$ cat src/rtl/core/lr4x_pkg.sv
`timescale 1ns / 1ps

package lr4x_pkg;

    localparam int SAMPLE_BITS    = 24;
    localparam int COEF_FRAC_BITS = 28;
    localparam int SECTIONS       = 2;

    localparam int SIG_W      = 32;
    localparam int COEF_W     = 32;
    localparam int HEAD_FRAC  = (SIG_W - SAMPLE_BITS) / 2;
    localparam int PROD_W     = SIG_W + COEF_W;
    localparam int ACC_W      = PROD_W + 3;
    localparam int SEC_W      = (SECTIONS > 1) ? $clog2(SECTIONS) : 1;
    localparam int CFG_IDX_W  = 3;
    localparam int CFG_DATA_W = COEF_W;
    localparam int TAP_W      = 3;

    localparam logic signed [COEF_W-1:0] COEF_ONE = COEF_W'(1) << COEF_FRAC_BITS;

    typedef logic signed [SIG_W-1:0]  t_sig;
    typedef logic signed [COEF_W-1:0] t_coef;

    typedef enum logic [TAP_W-1:0] {
        TAP_B0 = 3'd0,
        TAP_B1 = 3'd1,
        TAP_B2 = 3'd2,
        TAP_A1 = 3'd3,
        TAP_A2 = 3'd4
    } t_tap;

    typedef enum logic [CFG_IDX_W-1:0] {
        CFG_B0 = 3'd0,
        CFG_B1 = 3'd1,
        CFG_B2 = 3'd2,
        CFG_A1 = 3'd3,
        CFG_A2 = 3'd4
    } t_cfg_idx;

    typedef struct packed {
        logic load;
        logic clr_acc;
        logic mul_en;
        t_tap tap;
        logic acc_en;
        logic round;
        logic rotate;
        logic out_load;
    } t_ctl;

endpackage

$ cat src/rtl/core/lr4x_if.sv
`timescale 1ns / 1ps

interface lr4x_in_if;
    logic                                   valid;
    logic                                   ready;
    logic signed [lr4x_pkg::SAMPLE_BITS-1:0] sample_in;
    logic                                   start_req;

    modport source (output valid, output sample_in, output start_req, input ready);
    modport sink   (input valid, input sample_in, input start_req, output ready);
endinterface

interface lr4x_out_if;
    logic                                   valid;
    logic                                   ready;
    logic signed [lr4x_pkg::SAMPLE_BITS-1:0] sample_out;

    modport source (output valid, output sample_out, input ready);
    modport sink   (input valid, input sample_out, output ready);
endinterface

$ cat src/rtl/core/lr4x_ctrl.sv
`timescale 1ns / 1ps

module lr4x_ctrl (
    input  logic            i_clk,
    input  logic            i_rst_n,
    input  logic            i_in_valid,
    output logic            o_in_ready,
    input  logic            i_out_ready,
    output logic            o_out_valid,
    output lr4x_pkg::t_ctl  o_ctl
);

    typedef enum logic [4:0] {
        ST_IDLE   = 5'b00001,
        ST_MAC    = 5'b00010,
        ST_DRAIN  = 5'b00100,
        ST_ROUND  = 5'b01000,
        ST_FINISH = 5'b10000
    } t_state;

    localparam logic [lr4x_pkg::SEC_W-1:0] LAST_SEC =
        lr4x_pkg::SEC_W'(lr4x_pkg::SECTIONS - 1);

    t_state                       r_state, n_state;
    lr4x_pkg::t_tap               r_tap, n_tap;
    logic [lr4x_pkg::SEC_W-1:0]   r_sec, n_sec;
    logic                         r_out_valid, n_out_valid;
    logic                         w_out_free;

    assign w_out_free  = !r_out_valid || i_out_ready;
    assign o_in_ready  = (r_state == ST_IDLE);
    assign o_out_valid = r_out_valid;

    always_comb begin
        n_state     = r_state;
        n_tap       = r_tap;
        n_sec       = r_sec;
        o_ctl       = '0;
        o_ctl.tap   = r_tap;
        case (r_state)
            ST_IDLE: begin
                if (i_in_valid) begin
                    o_ctl.load = 1'b1;
                    n_tap      = lr4x_pkg::TAP_B0;
                    n_sec      = '0;
                    n_state    = ST_MAC;
                end
            end
            ST_MAC: begin
                // one product per cycle, summed into the accumulator in the cycle after the multiply
                o_ctl.mul_en  = 1'b1;
                o_ctl.clr_acc = (r_tap == lr4x_pkg::TAP_B0);
                o_ctl.acc_en  = (r_tap != lr4x_pkg::TAP_B0);
                if (r_tap == lr4x_pkg::TAP_A2) begin
                    n_state = ST_DRAIN;
                end else begin
                    n_tap = lr4x_pkg::t_tap'(r_tap + lr4x_pkg::TAP_W'(1));
                end
            end
            ST_DRAIN: begin
                o_ctl.acc_en = 1'b1;
                n_state      = ST_ROUND;
            end
            ST_ROUND: begin
                o_ctl.round  = 1'b1;
                o_ctl.rotate = 1'b1;
                if (r_sec == LAST_SEC) begin
                    n_state = ST_FINISH;
                end else begin
                    n_sec   = r_sec + lr4x_pkg::SEC_W'(1);
                    n_tap   = lr4x_pkg::TAP_B0;
                    n_state = ST_MAC;
                end
            end
            ST_FINISH: begin
                if (w_out_free) begin
                    o_ctl.rotate   = 1'b1;
                    o_ctl.out_load = 1'b1;
                    n_state        = ST_IDLE;
                end
            end
            default: begin
                n_state = ST_IDLE;
            end
        endcase
    end

    always_comb begin
        n_out_valid = r_out_valid;
        if (o_ctl.out_load) begin
            n_out_valid = 1'b1;
        end else if (r_out_valid && i_out_ready) begin
            n_out_valid = 1'b0;
        end
    end

    always_ff @(posedge i_clk) begin
        if (!i_rst_n) begin
            r_state     <= ST_IDLE;
            r_tap       <= lr4x_pkg::TAP_B0;
            r_sec       <= '0;
            r_out_valid <= 1'b0;
        end else begin
            r_state     <= n_state;
            r_tap       <= n_tap;
            r_sec       <= n_sec;
            r_out_valid <= n_out_valid;
        end
    end

endmodule

$ cat src/rtl/core/lr4x_datapath.sv
`timescale 1ns / 1ps

module lr4x_datapath (
    input  logic                                     i_clk,
    input  logic                                     i_rst_n,
    input  lr4x_pkg::t_ctl                           i_ctl,
    input  logic                                     i_cfg_we,
    input  logic [lr4x_pkg::CFG_IDX_W-1:0]           i_cfg_idx,
    input  logic [lr4x_pkg::CFG_DATA_W-1:0]          i_cfg_data,
    input  logic signed [lr4x_pkg::SAMPLE_BITS-1:0]  i_sample_in,
    input  logic                                     i_start_req,
    output logic signed [lr4x_pkg::SAMPLE_BITS-1:0]  o_sample_out
);

    localparam int SIG_W  = lr4x_pkg::SIG_W;
    localparam int ACC_W  = lr4x_pkg::ACC_W;
    localparam int CF     = lr4x_pkg::COEF_FRAC_BITS;
    localparam int HF     = lr4x_pkg::HEAD_FRAC;
    localparam int SB     = lr4x_pkg::SAMPLE_BITS;
    localparam int NSEC   = lr4x_pkg::SECTIONS;
    localparam int QS_W   = ACC_W - CF;
    localparam int FIN_W  = SIG_W + 1;
    localparam int QF_W   = FIN_W - HF;

    localparam logic signed [ACC_W-1:0] ACC_RND = ACC_W'(1) << (CF - 1);
    localparam logic signed [FIN_W-1:0] FIN_RND = FIN_W'((1 << HF) / 2);
    localparam logic [SIG_W-1:0]        SIG_MAX = {1'b0, {(SIG_W-1){1'b1}}};
    localparam logic [SIG_W-1:0]        SIG_MIN = {1'b1, {(SIG_W-1){1'b0}}};
    localparam logic [SB-1:0]           OUT_MAX = {1'b0, {(SB-1){1'b1}}};
    localparam logic [SB-1:0]           OUT_MIN = {1'b1, {(SB-1){1'b0}}};

    lr4x_pkg::t_coef r_b0, r_b1, r_b2, r_a1, r_a2;

    // signal history per node: node 0 is the filter input, node k the output of
    // section k-1; the line rotates once per section plus once at the end so the
    // section at work always sees its input node at entry 0 and output node at 1
    lr4x_pkg::t_sig r_h1 [NSEC+1];
    lr4x_pkg::t_sig r_h2 [NSEC+1];

    lr4x_pkg::t_sig               r_x;
    logic signed [SIG_W-1:0]      w_x_in;
    lr4x_pkg::t_coef              w_coef;
    lr4x_pkg::t_sig               w_data;
    logic signed [lr4x_pkg::PROD_W-1:0] r_prod;
    logic                         r_sub;
    logic signed [ACC_W-1:0]      r_acc;
    logic signed [ACC_W-1:0]      w_prod_ext;
    logic signed [ACC_W-1:0]      w_acc_rnd;
    logic [QS_W-1:0]              w_sec_q;
    logic [QS_W-SIG_W:0]          w_sec_top;
    logic [SIG_W-1:0]             w_sec_y;
    logic signed [FIN_W-1:0]      w_fin;
    logic [QF_W-1:0]              w_fin_q;
    logic [QF_W-SB:0]             w_fin_top;
    logic [SB-1:0]                w_fin_y;
    logic [SB-1:0]                r_sample_out;

    always_ff @(posedge i_clk) begin
        if (!i_rst_n) begin
            r_b0 <= lr4x_pkg::COEF_ONE;
            r_b1 <= '0;
            r_b2 <= '0;
            r_a1 <= '0;
            r_a2 <= '0;
        end else if (i_cfg_we) begin
            case (i_cfg_idx)
                lr4x_pkg::CFG_B0: r_b0 <= i_cfg_data;
                lr4x_pkg::CFG_B1: r_b1 <= i_cfg_data;
                lr4x_pkg::CFG_B2: r_b2 <= i_cfg_data;
                lr4x_pkg::CFG_A1: r_a1 <= i_cfg_data;
                lr4x_pkg::CFG_A2: r_a2 <= i_cfg_data;
                default: ;
            endcase
        end
    end

    always_ff @(posedge i_clk) begin
        if (!i_rst_n) begin
            for (int i = 0; i <= NSEC; i++) begin
                r_h1[i] <= '0;
                r_h2[i] <= '0;
            end
        end else if (i_ctl.load && i_start_req) begin
            for (int i = 0; i <= NSEC; i++) begin
                r_h1[i] <= '0;
                r_h2[i] <= '0;
            end
        end else if (i_ctl.rotate) begin
            for (int i = 0; i < NSEC; i++) begin
                r_h1[i] <= r_h1[i+1];
                r_h2[i] <= r_h2[i+1];
            end
            r_h1[NSEC] <= r_x;
            r_h2[NSEC] <= r_h1[0];
        end
    end

    assign w_x_in = SIG_W'(i_sample_in);

    always_ff @(posedge i_clk) begin
        if (i_ctl.load) begin
            r_x <= w_x_in <<< HF;
        end else if (i_ctl.round) begin
            r_x <= w_sec_y;
        end
    end

    always_comb begin
        case (i_ctl.tap)
            lr4x_pkg::TAP_B0: begin w_coef = r_b0; w_data = r_x;     end
            lr4x_pkg::TAP_B1: begin w_coef = r_b1; w_data = r_h1[0]; end
            lr4x_pkg::TAP_B2: begin w_coef = r_b2; w_data = r_h2[0]; end
            lr4x_pkg::TAP_A1: begin w_coef = r_a1; w_data = r_h1[1]; end
            lr4x_pkg::TAP_A2: begin w_coef = r_a2; w_data = r_h2[1]; end
            default:          begin w_coef = '0;   w_data = '0;      end
        endcase
    end

    always_ff @(posedge i_clk) begin
        if (i_ctl.mul_en) begin
            r_prod <= w_coef * w_data;
            // feedback terms are subtracted
            r_sub  <= (i_ctl.tap == lr4x_pkg::TAP_A1) || (i_ctl.tap == lr4x_pkg::TAP_A2);
        end
    end

    assign w_prod_ext = ACC_W'(r_prod);

    always_ff @(posedge i_clk) begin
        if (i_ctl.clr_acc) begin
            r_acc <= '0;
        end else if (i_ctl.acc_en) begin
            r_acc <= r_sub ? (r_acc - w_prod_ext) : (r_acc + w_prod_ext);
        end
    end

    // round half up, drop coefficient fraction, saturate to the section width
    assign w_acc_rnd = r_acc + ACC_RND;
    assign w_sec_q   = w_acc_rnd[ACC_W-1:CF];
    assign w_sec_top = w_sec_q[QS_W-1:SIG_W-1];

    always_comb begin
        if ((&w_sec_top) || !(|w_sec_top)) begin
            w_sec_y = w_sec_q[SIG_W-1:0];
        end else begin
            w_sec_y = w_sec_q[QS_W-1] ? SIG_MIN : SIG_MAX;
        end
    end

    // drop headroom fraction bits with round half up, saturate to sample width
    assign w_fin     = FIN_W'(r_x) + FIN_RND;
    assign w_fin_q   = w_fin[FIN_W-1:HF];
    assign w_fin_top = w_fin_q[QF_W-1:SB-1];

    always_comb begin
        if ((&w_fin_top) || !(|w_fin_top)) begin
            w_fin_y = w_fin_q[SB-1:0];
        end else begin
            w_fin_y = w_fin_q[QF_W-1] ? OUT_MIN : OUT_MAX;
        end
    end

    always_ff @(posedge i_clk) begin
        if (i_ctl.out_load) begin
            r_sample_out <= w_fin_y;
        end
    end

    assign o_sample_out = r_sample_out;

endmodule

$ cat src/rtl/core/lr4_crossover_filter.sv
`timescale 1ns / 1ps

// channel    dir   handshake       payload
// i_in       in    valid / ready   sample_in (24b signed), start_req (1b)
// o_out      out   valid / ready   sample_out (24b signed)
// i_cfg_*    in    write enable    i_cfg_idx selects b0 b1 b2 a1 a2, i_cfg_data 32b
//
// per sample: the transfer is taken in idle, then per section five products go
// through the single shared 32x32 multiplier, the accumulator is drained and the
// sum is rounded, then the output register is written.
// the output register frees i_in while a result waits; the last step holds
// only if the previous result is still not taken.
// synchronous reset restores pass-through coefficients and zero history.
module lr4_crossover_filter (
    input  logic                                i_clk,
    input  logic                                i_rst_n,
    lr4x_in_if.sink                             i_in,
    lr4x_out_if.source                          o_out,
    input  logic                                i_cfg_we,
    input  logic [lr4x_pkg::CFG_IDX_W-1:0]      i_cfg_idx,
    input  logic [lr4x_pkg::CFG_DATA_W-1:0]     i_cfg_data
);

    lr4x_pkg::t_ctl w_ctl;
    logic           w_in_ready;
    logic           w_out_valid;

    lr4x_ctrl u_ctrl (
        .i_clk       (i_clk),
        .i_rst_n     (i_rst_n),
        .i_in_valid  (i_in.valid),
        .o_in_ready  (w_in_ready),
        .i_out_ready (o_out.ready),
        .o_out_valid (w_out_valid),
        .o_ctl       (w_ctl)
    );

    lr4x_datapath u_datapath (
        .i_clk        (i_clk),
        .i_rst_n      (i_rst_n),
        .i_ctl        (w_ctl),
        .i_cfg_we     (i_cfg_we),
        .i_cfg_idx    (i_cfg_idx),
        .i_cfg_data   (i_cfg_data),
        .i_sample_in  (i_in.sample_in),
        .i_start_req  (i_in.start_req),
        .o_sample_out (o_out.sample_out)
    );

    assign i_in.ready  = w_in_ready;
    assign o_out.valid = w_out_valid;

endmodule

$ cat src/flat_wrapper.sv
// flat-port wrapper written by rule: the top's interface ports become plain ports
module lr4_crossover_filter_flat 
  (i_clk, i_rst_n, i_cfg_we, i_cfg_idx, i_cfg_data, i_in_valid, i_in_sample_in, i_in_start_req, i_in_ready, o_out_valid, o_out_sample_out, o_out_ready);
  lr4x_in_if i_in_i ();
  lr4x_out_if o_out_i ();
  input  logic i_clk;
  input  logic i_rst_n;
  input  logic i_cfg_we;
  input  logic [lr4x_pkg::CFG_IDX_W-1:0] i_cfg_idx;
  input  logic [lr4x_pkg::CFG_DATA_W-1:0] i_cfg_data;
  input wire logic [$bits(i_in_i.valid)-1:0] i_in_valid;
  input wire logic [$bits(i_in_i.sample_in)-1:0] i_in_sample_in;
  input wire logic [$bits(i_in_i.start_req)-1:0] i_in_start_req;
  output wire logic [$bits(i_in_i.ready)-1:0] i_in_ready;
  output wire logic [$bits(o_out_i.valid)-1:0] o_out_valid;
  output wire logic [$bits(o_out_i.sample_out)-1:0] o_out_sample_out;
  input wire logic [$bits(o_out_i.ready)-1:0] o_out_ready;
  assign i_in_i.valid = i_in_valid;
  assign i_in_i.sample_in = i_in_sample_in;
  assign i_in_i.start_req = i_in_start_req;
  assign i_in_ready = i_in_i.ready;
  assign o_out_valid = o_out_i.valid;
  assign o_out_sample_out = o_out_i.sample_out;
  assign o_out_i.ready = o_out_ready;
  lr4_crossover_filter u_core (.i_clk(i_clk), .i_rst_n(i_rst_n), .i_in(i_in_i), .o_out(o_out_i), .i_cfg_we(i_cfg_we), .i_cfg_idx(i_cfg_idx), .i_cfg_data(i_cfg_data));
endmodule
$ cat config.mk
export PLATFORM = sky130hd
export DESIGN_NAME = lr4_crossover_filter_flat
export DESIGN_NICKNAME = d
export VERILOG_FILES = /design/src/rtl/core/lr4x_pkg.sv /design/src/rtl/core/lr4x_if.sv /design/src/rtl/core/lr4x_ctrl.sv /design/src/rtl/core/lr4x_datapath.sv /design/src/rtl/core/lr4_crossover_filter.sv /design/src/flat_wrapper.sv
export SDC_FILE = /design/constraint.sdc
export NUM_CORES = 2
export LEC_CHECK = 0
export CAP_MARGIN = 0
export CELL_PAD_IN_SITES_DETAIL_PLACEMENT = 1
export CELL_PAD_IN_SITES_GLOBAL_PLACEMENT = 2
export CORE_ASPECT_RATIO = 1.2
export CORE_MARGIN = 1
export CORE_UTILIZATION = 39
export CTS_BUF_LIST = sky130_fd_sc_hd__clkbuf_4
export DETAILED_ROUTE_END_ITERATION = 10
export DONT_BUFFER_PORTS = 1
export GPL_ROUTABILITY_DRIVEN = 1
export HOLD_SLACK_MARGIN = 0.06
export PLACE_DENSITY = 0.84
export RECOVER_POWER = 25
export SETUP_SLACK_MARGIN = 0.02
export SLEW_MARGIN = 20
export SYNTH_ARGS = -nofsm -noshare
export SYNTH_HDL_FRONTEND = slang
export SYNTH_SLANG_ARGS = --single-unit
$ cat constraint.sdc
create_clock -name i_clk -period 9.69 [get_ports i_clk]
set_input_delay 0.4845 -clock i_clk [delete_from_list [all_inputs] [get_ports i_clk]]
set_output_delay 0.4845 -clock i_clk [all_outputs]
set_load 0.02 [all_outputs]
==> impl_results.md <==
- Area grow syn2layout: 12.2%
- Setup Skew: 107 ps
- Clock power frac: 0.157
- WS Path Type: flop to flop
- NetSw: ~7.2 mW
- Max Cap Viol: 7
- Die area: 165000 um2
- Fin crit share: 0.970
- Per-cell routed wire length: between 20 and 30 um
- CP required: between 10000 and 15000 ps
- Int Power: 7.69 mW
- Synth Register Bits: 550
- Comb pwr share: 0.625
- CP most frequent cell: fa_1
- Share of the synthesized area in the top cell type: 0.341
- Cell count after synthesis: 6909
- DRT Pass-1 Iters: 7
- HPWL after detailed placement: roughly 190000 um
- Synthesized area: 63600 um2
- Portion of total power attributed to sequential cells: 0.219
- # IOs: 91
- CTS tree: built
- Commonest non-fill, non-tap cell in the layout: fa_1
- Core Box Area: around 160000 um2
- Cell variety after synth: a little under 80
- Via count: 51665
- Clock buffer depth: 3
- Cts bufs inserted: about 160
- Placed Area: between 60000 and 70000 um2
- Synthesized Nets: between 8000 and 9000
- H-tree depth: 4
- Worst EP arrival: roughly 10000 ps
- First-pass GRT wire length: roughly 360000 um
- Synth Flop Type: edfxtp_1
- Gpl congestion: approximately 0.96
- Clock slew at reported path FFs: 70 ps
- Sink Count: between 500 and 600
- Fin. Hold Viols: 0
- Pin count of the biggest net entering global routing: 170
- Remaining antenna violation count: 0
- Reg2Reg Setup Slack: around 290 ps
- Maximum VDD drop: approximately 0.21 mV
- Hold path start: i_cfg_data[21]
- Crit path max-delay cell type: or4_1
- Mapped Avg Cell Area: 9.20 um2
- Final setup fails: 0
- Antenna violations before repair: 13
- Worst-Skew Late Latency: roughly 1200 ps
- Chip width: 371 um
- Unrepaired setup endpoints after global routing: yes
- Worst Reg-to-Reg Cells: 28
- Drt drc: 0
- Status: finished, violations left
- Hold WC Path Type: primary input to flop
- GRT overflow: 0
- Hold worst-path end: u_core.u_datapath.r_b1[21]$_SDFFE_PN0P_
- Syn. warnings: 0
- Most frequent cells in the layout: fa_1, nand2_1, inv_1
- RR Endpoint: u_core.u_datapath.r_prod[60]$_DFFE_PP_
- Number of global-route vias before repair: 57833
- Root Driver: clkbuf_4
- WL final: between 200000 and 250000 um
- Fmax achieved: roughly 110 MHz
- Share of post-route cells with drive strength above 1: 0.0850
- Minimum clock period after layout: about 9400 ps
- Initial drt markers: just under 4000
- Final core occ: 0.443
- Largest stage delay, worst path: ~560 ps
- Asr flop ratio synth: 0
- Post-DR vias/cell: ~5.5
- Slew Viols, Final: ~230
- Worst Setup Start Kind: flop
- Post-Layout Inst Area: between 70000 and 80000 um2
- Hold-critical path depth: 3
- Slew at the pin closest to its max-slew limit: 3590 ps
- Yosys top cell by area: fa_1
- Leading post-synthesis cells by cell area: fa_1, edfxtp_1, dfxtp_1, nand2_1, inv_1
- PwrDens: roughly 210 nW/um2
- Final net count: 8519
- Total track usage: 0.294
- Row cnt: 161
- IO Port Bufs: 0
- Sw Share: 0.484
- FF-to-FF Start: u_core.u_ctrl.r_tap[1]$_SDFFE_PN0P_
- Vert. Die Dim: around 440 um
- Number of synthesized flops with an enable pin: 309
- Worst Path Max Fanout: 15
- Sequential share of the synthesized area: 0.222
- Slew Limit Headroom: -1.39
- Failing checks: capacitance limit, slew limit
- Leakage power: between 30 and 40 nW
- Crit path capture type: flop
- Initial Util: 0.395
- Crit path launch: u_core.u_ctrl.r_tap[1]$_SDFFE_PN0P_
## cells by family after synthesis
logic type,Yosys count,synth area share
simple gates,2307,0.158
buf+inv,1428,0.0846
fa+ha+maj,1341,0.392
compound gates,1033,0.109
flops,550,0.222
xor+xnor,241,0.0332
mux,9,0.00144
## registers in the layout (all words and copies together) (netlist names)
| register | count |
|---|---|
| u_core.u_datapath.r_sub | 1 |
| u_core.u_datapath.r_x | 32 |
| u_core.u_datapath.r_h2 | 96 |
| u_core.u_ctrl.r_sec | 1 |
| u_core.u_datapath.r_acc | 67 |
| u_core.u_datapath.r_b1 | 32 |
| u_core.u_datapath.r_b0 | 32 |
| u_core.u_datapath.r_a1 | 32 |
| u_core.u_datapath.o_sample_out | 24 |
| u_core.u_datapath.r_h1 | 96 |
| u_core.u_datapath.r_b2 | 32 |
| u_core.u_datapath.r_a2 | 32 |
| u_core.u_datapath.r_prod | 64 |
| u_core.u_ctrl.r_tap | 3 |
| u_core.u_ctrl.r_state | 5 |
| u_core.u_ctrl.o_out_valid | 1 |
## cell usage after synthesis, types with 14 or more instances
master,instances
fa_1,1083
nand2_1,1072
inv_1,1046
nor2_1,676
clkbuf_1,359
edfxtp_1,309
ha_1,258
dfxtp_1,241
a21oi_1,237
and2_1,234
xnor2_1,180
a21boi_0,165
o21ai_0,134
a21o_1,92
o21a_1,92
a22oi_1,65
xor2_1,61
nand3_1,58
a222oi_1,53
nand4_1,44
nor3_1,43
o21ai_1,43
and3_1,36
o21bai_1,33
a31oi_1,29
nor2b_1,27
nand2b_1,21
and4_1,20
a211oi_1,17
buf_1,17
or3_1,16
o31ai_1,14
## repair_timing
| item | CTS | global route |
|---|---|---|
| hold endpoints to repair | 209 | 0 |
| endpoints found under the setup margin | 0 | 17 |
| setup buffers | 0 | 11 |
| gates resized for setup | 0 | 20 |
| hold buffers | 140 | 0 |
## critical path, delay by kind of cell (launching register included)
family          cells  cell delay [ps]
buf+inv             4              590
compound gates     10             2360
simple gates        3              740
flops               1              350
fa+ha+maj          11             4980
## power by group through the flow
| stage | Combinational, mW | Sequential [mW] | Clock, mW |
|---|---|---|---|
| 3_3_place_gp | 8.88 | 3.29 | 0 |
| 6_report | 9.32 | 3.27 | 2.34 |
| 2_1_floorplan | 5.59 | 3.17 | 0 |
| 4_1_cts | 9.29 | 3.26 | 2.40 |
| 5_1_grt | 10.2 | 3.28 | 2.51 |
| 3_5_place_dp | 9.18 | 3.30 | 0 |
## layout make-up
class / count / area (um2)
clock inverters: 55 / 330
diodes: 5 / 12.5
well taps: 2119 / 2650
flip-flops and latches: 550 / 14100
multi-input cells: 4931 / 44400
repair buffers: 420 / 4120
clock buffers: 236 / 1770
inverters: 1047 / 3930
fillers: 18550 / 89800
## per-stage QoR
step	total power [mW]	worst slack, ps	hold WS, ps	setup TNS [ps]	cells
after floorplan	8.76	77.5	435	0	6909
after global placement	12.2	-76.8	443	-76.8	8915
after detailed placement	12.5	208	453	0	8916
after CTS	14.9	111	60.4	0	9347
after global routing	16.0	17.4	106	0	9362
final	14.9	292	188	0	9363
## per-layer routing
| metal | global-route usage | vias up | share of wire |
|---|---|---|---|
| met3 | 0.0415 | 526 | 0.054 |
| met5 | 0 | - | 0.000096 |
| met4 | 0.142 | 4 | 0.054 |
| li1 | - | 22352 | - |
| met2 | 0.510 | 1627 | 0.50 |
| met1 | 0.357 | 27156 | 0.39 |
## worst max path at each step
stage	slack, ps	end	cells past startpoint
floorplan	80	u_core.u_datapath.r_prod[60]$_DFFE_PP_	37
global placement	-80	u_core.u_datapath.r_prod[60]$_DFFE_PP_	35
detailed placement	210	u_core.u_datapath.r_prod[61]$_DFFE_PP_	29
CTS	110	u_core.u_datapath.r_prod[61]$_DFFE_PP_	29
global route	20	u_core.u_datapath.r_prod[60]$_DFFE_PP_	29
finish	290	u_core.u_datapath.r_prod[60]$_DFFE_PP_	28
(Power assumes the default switching activity.)
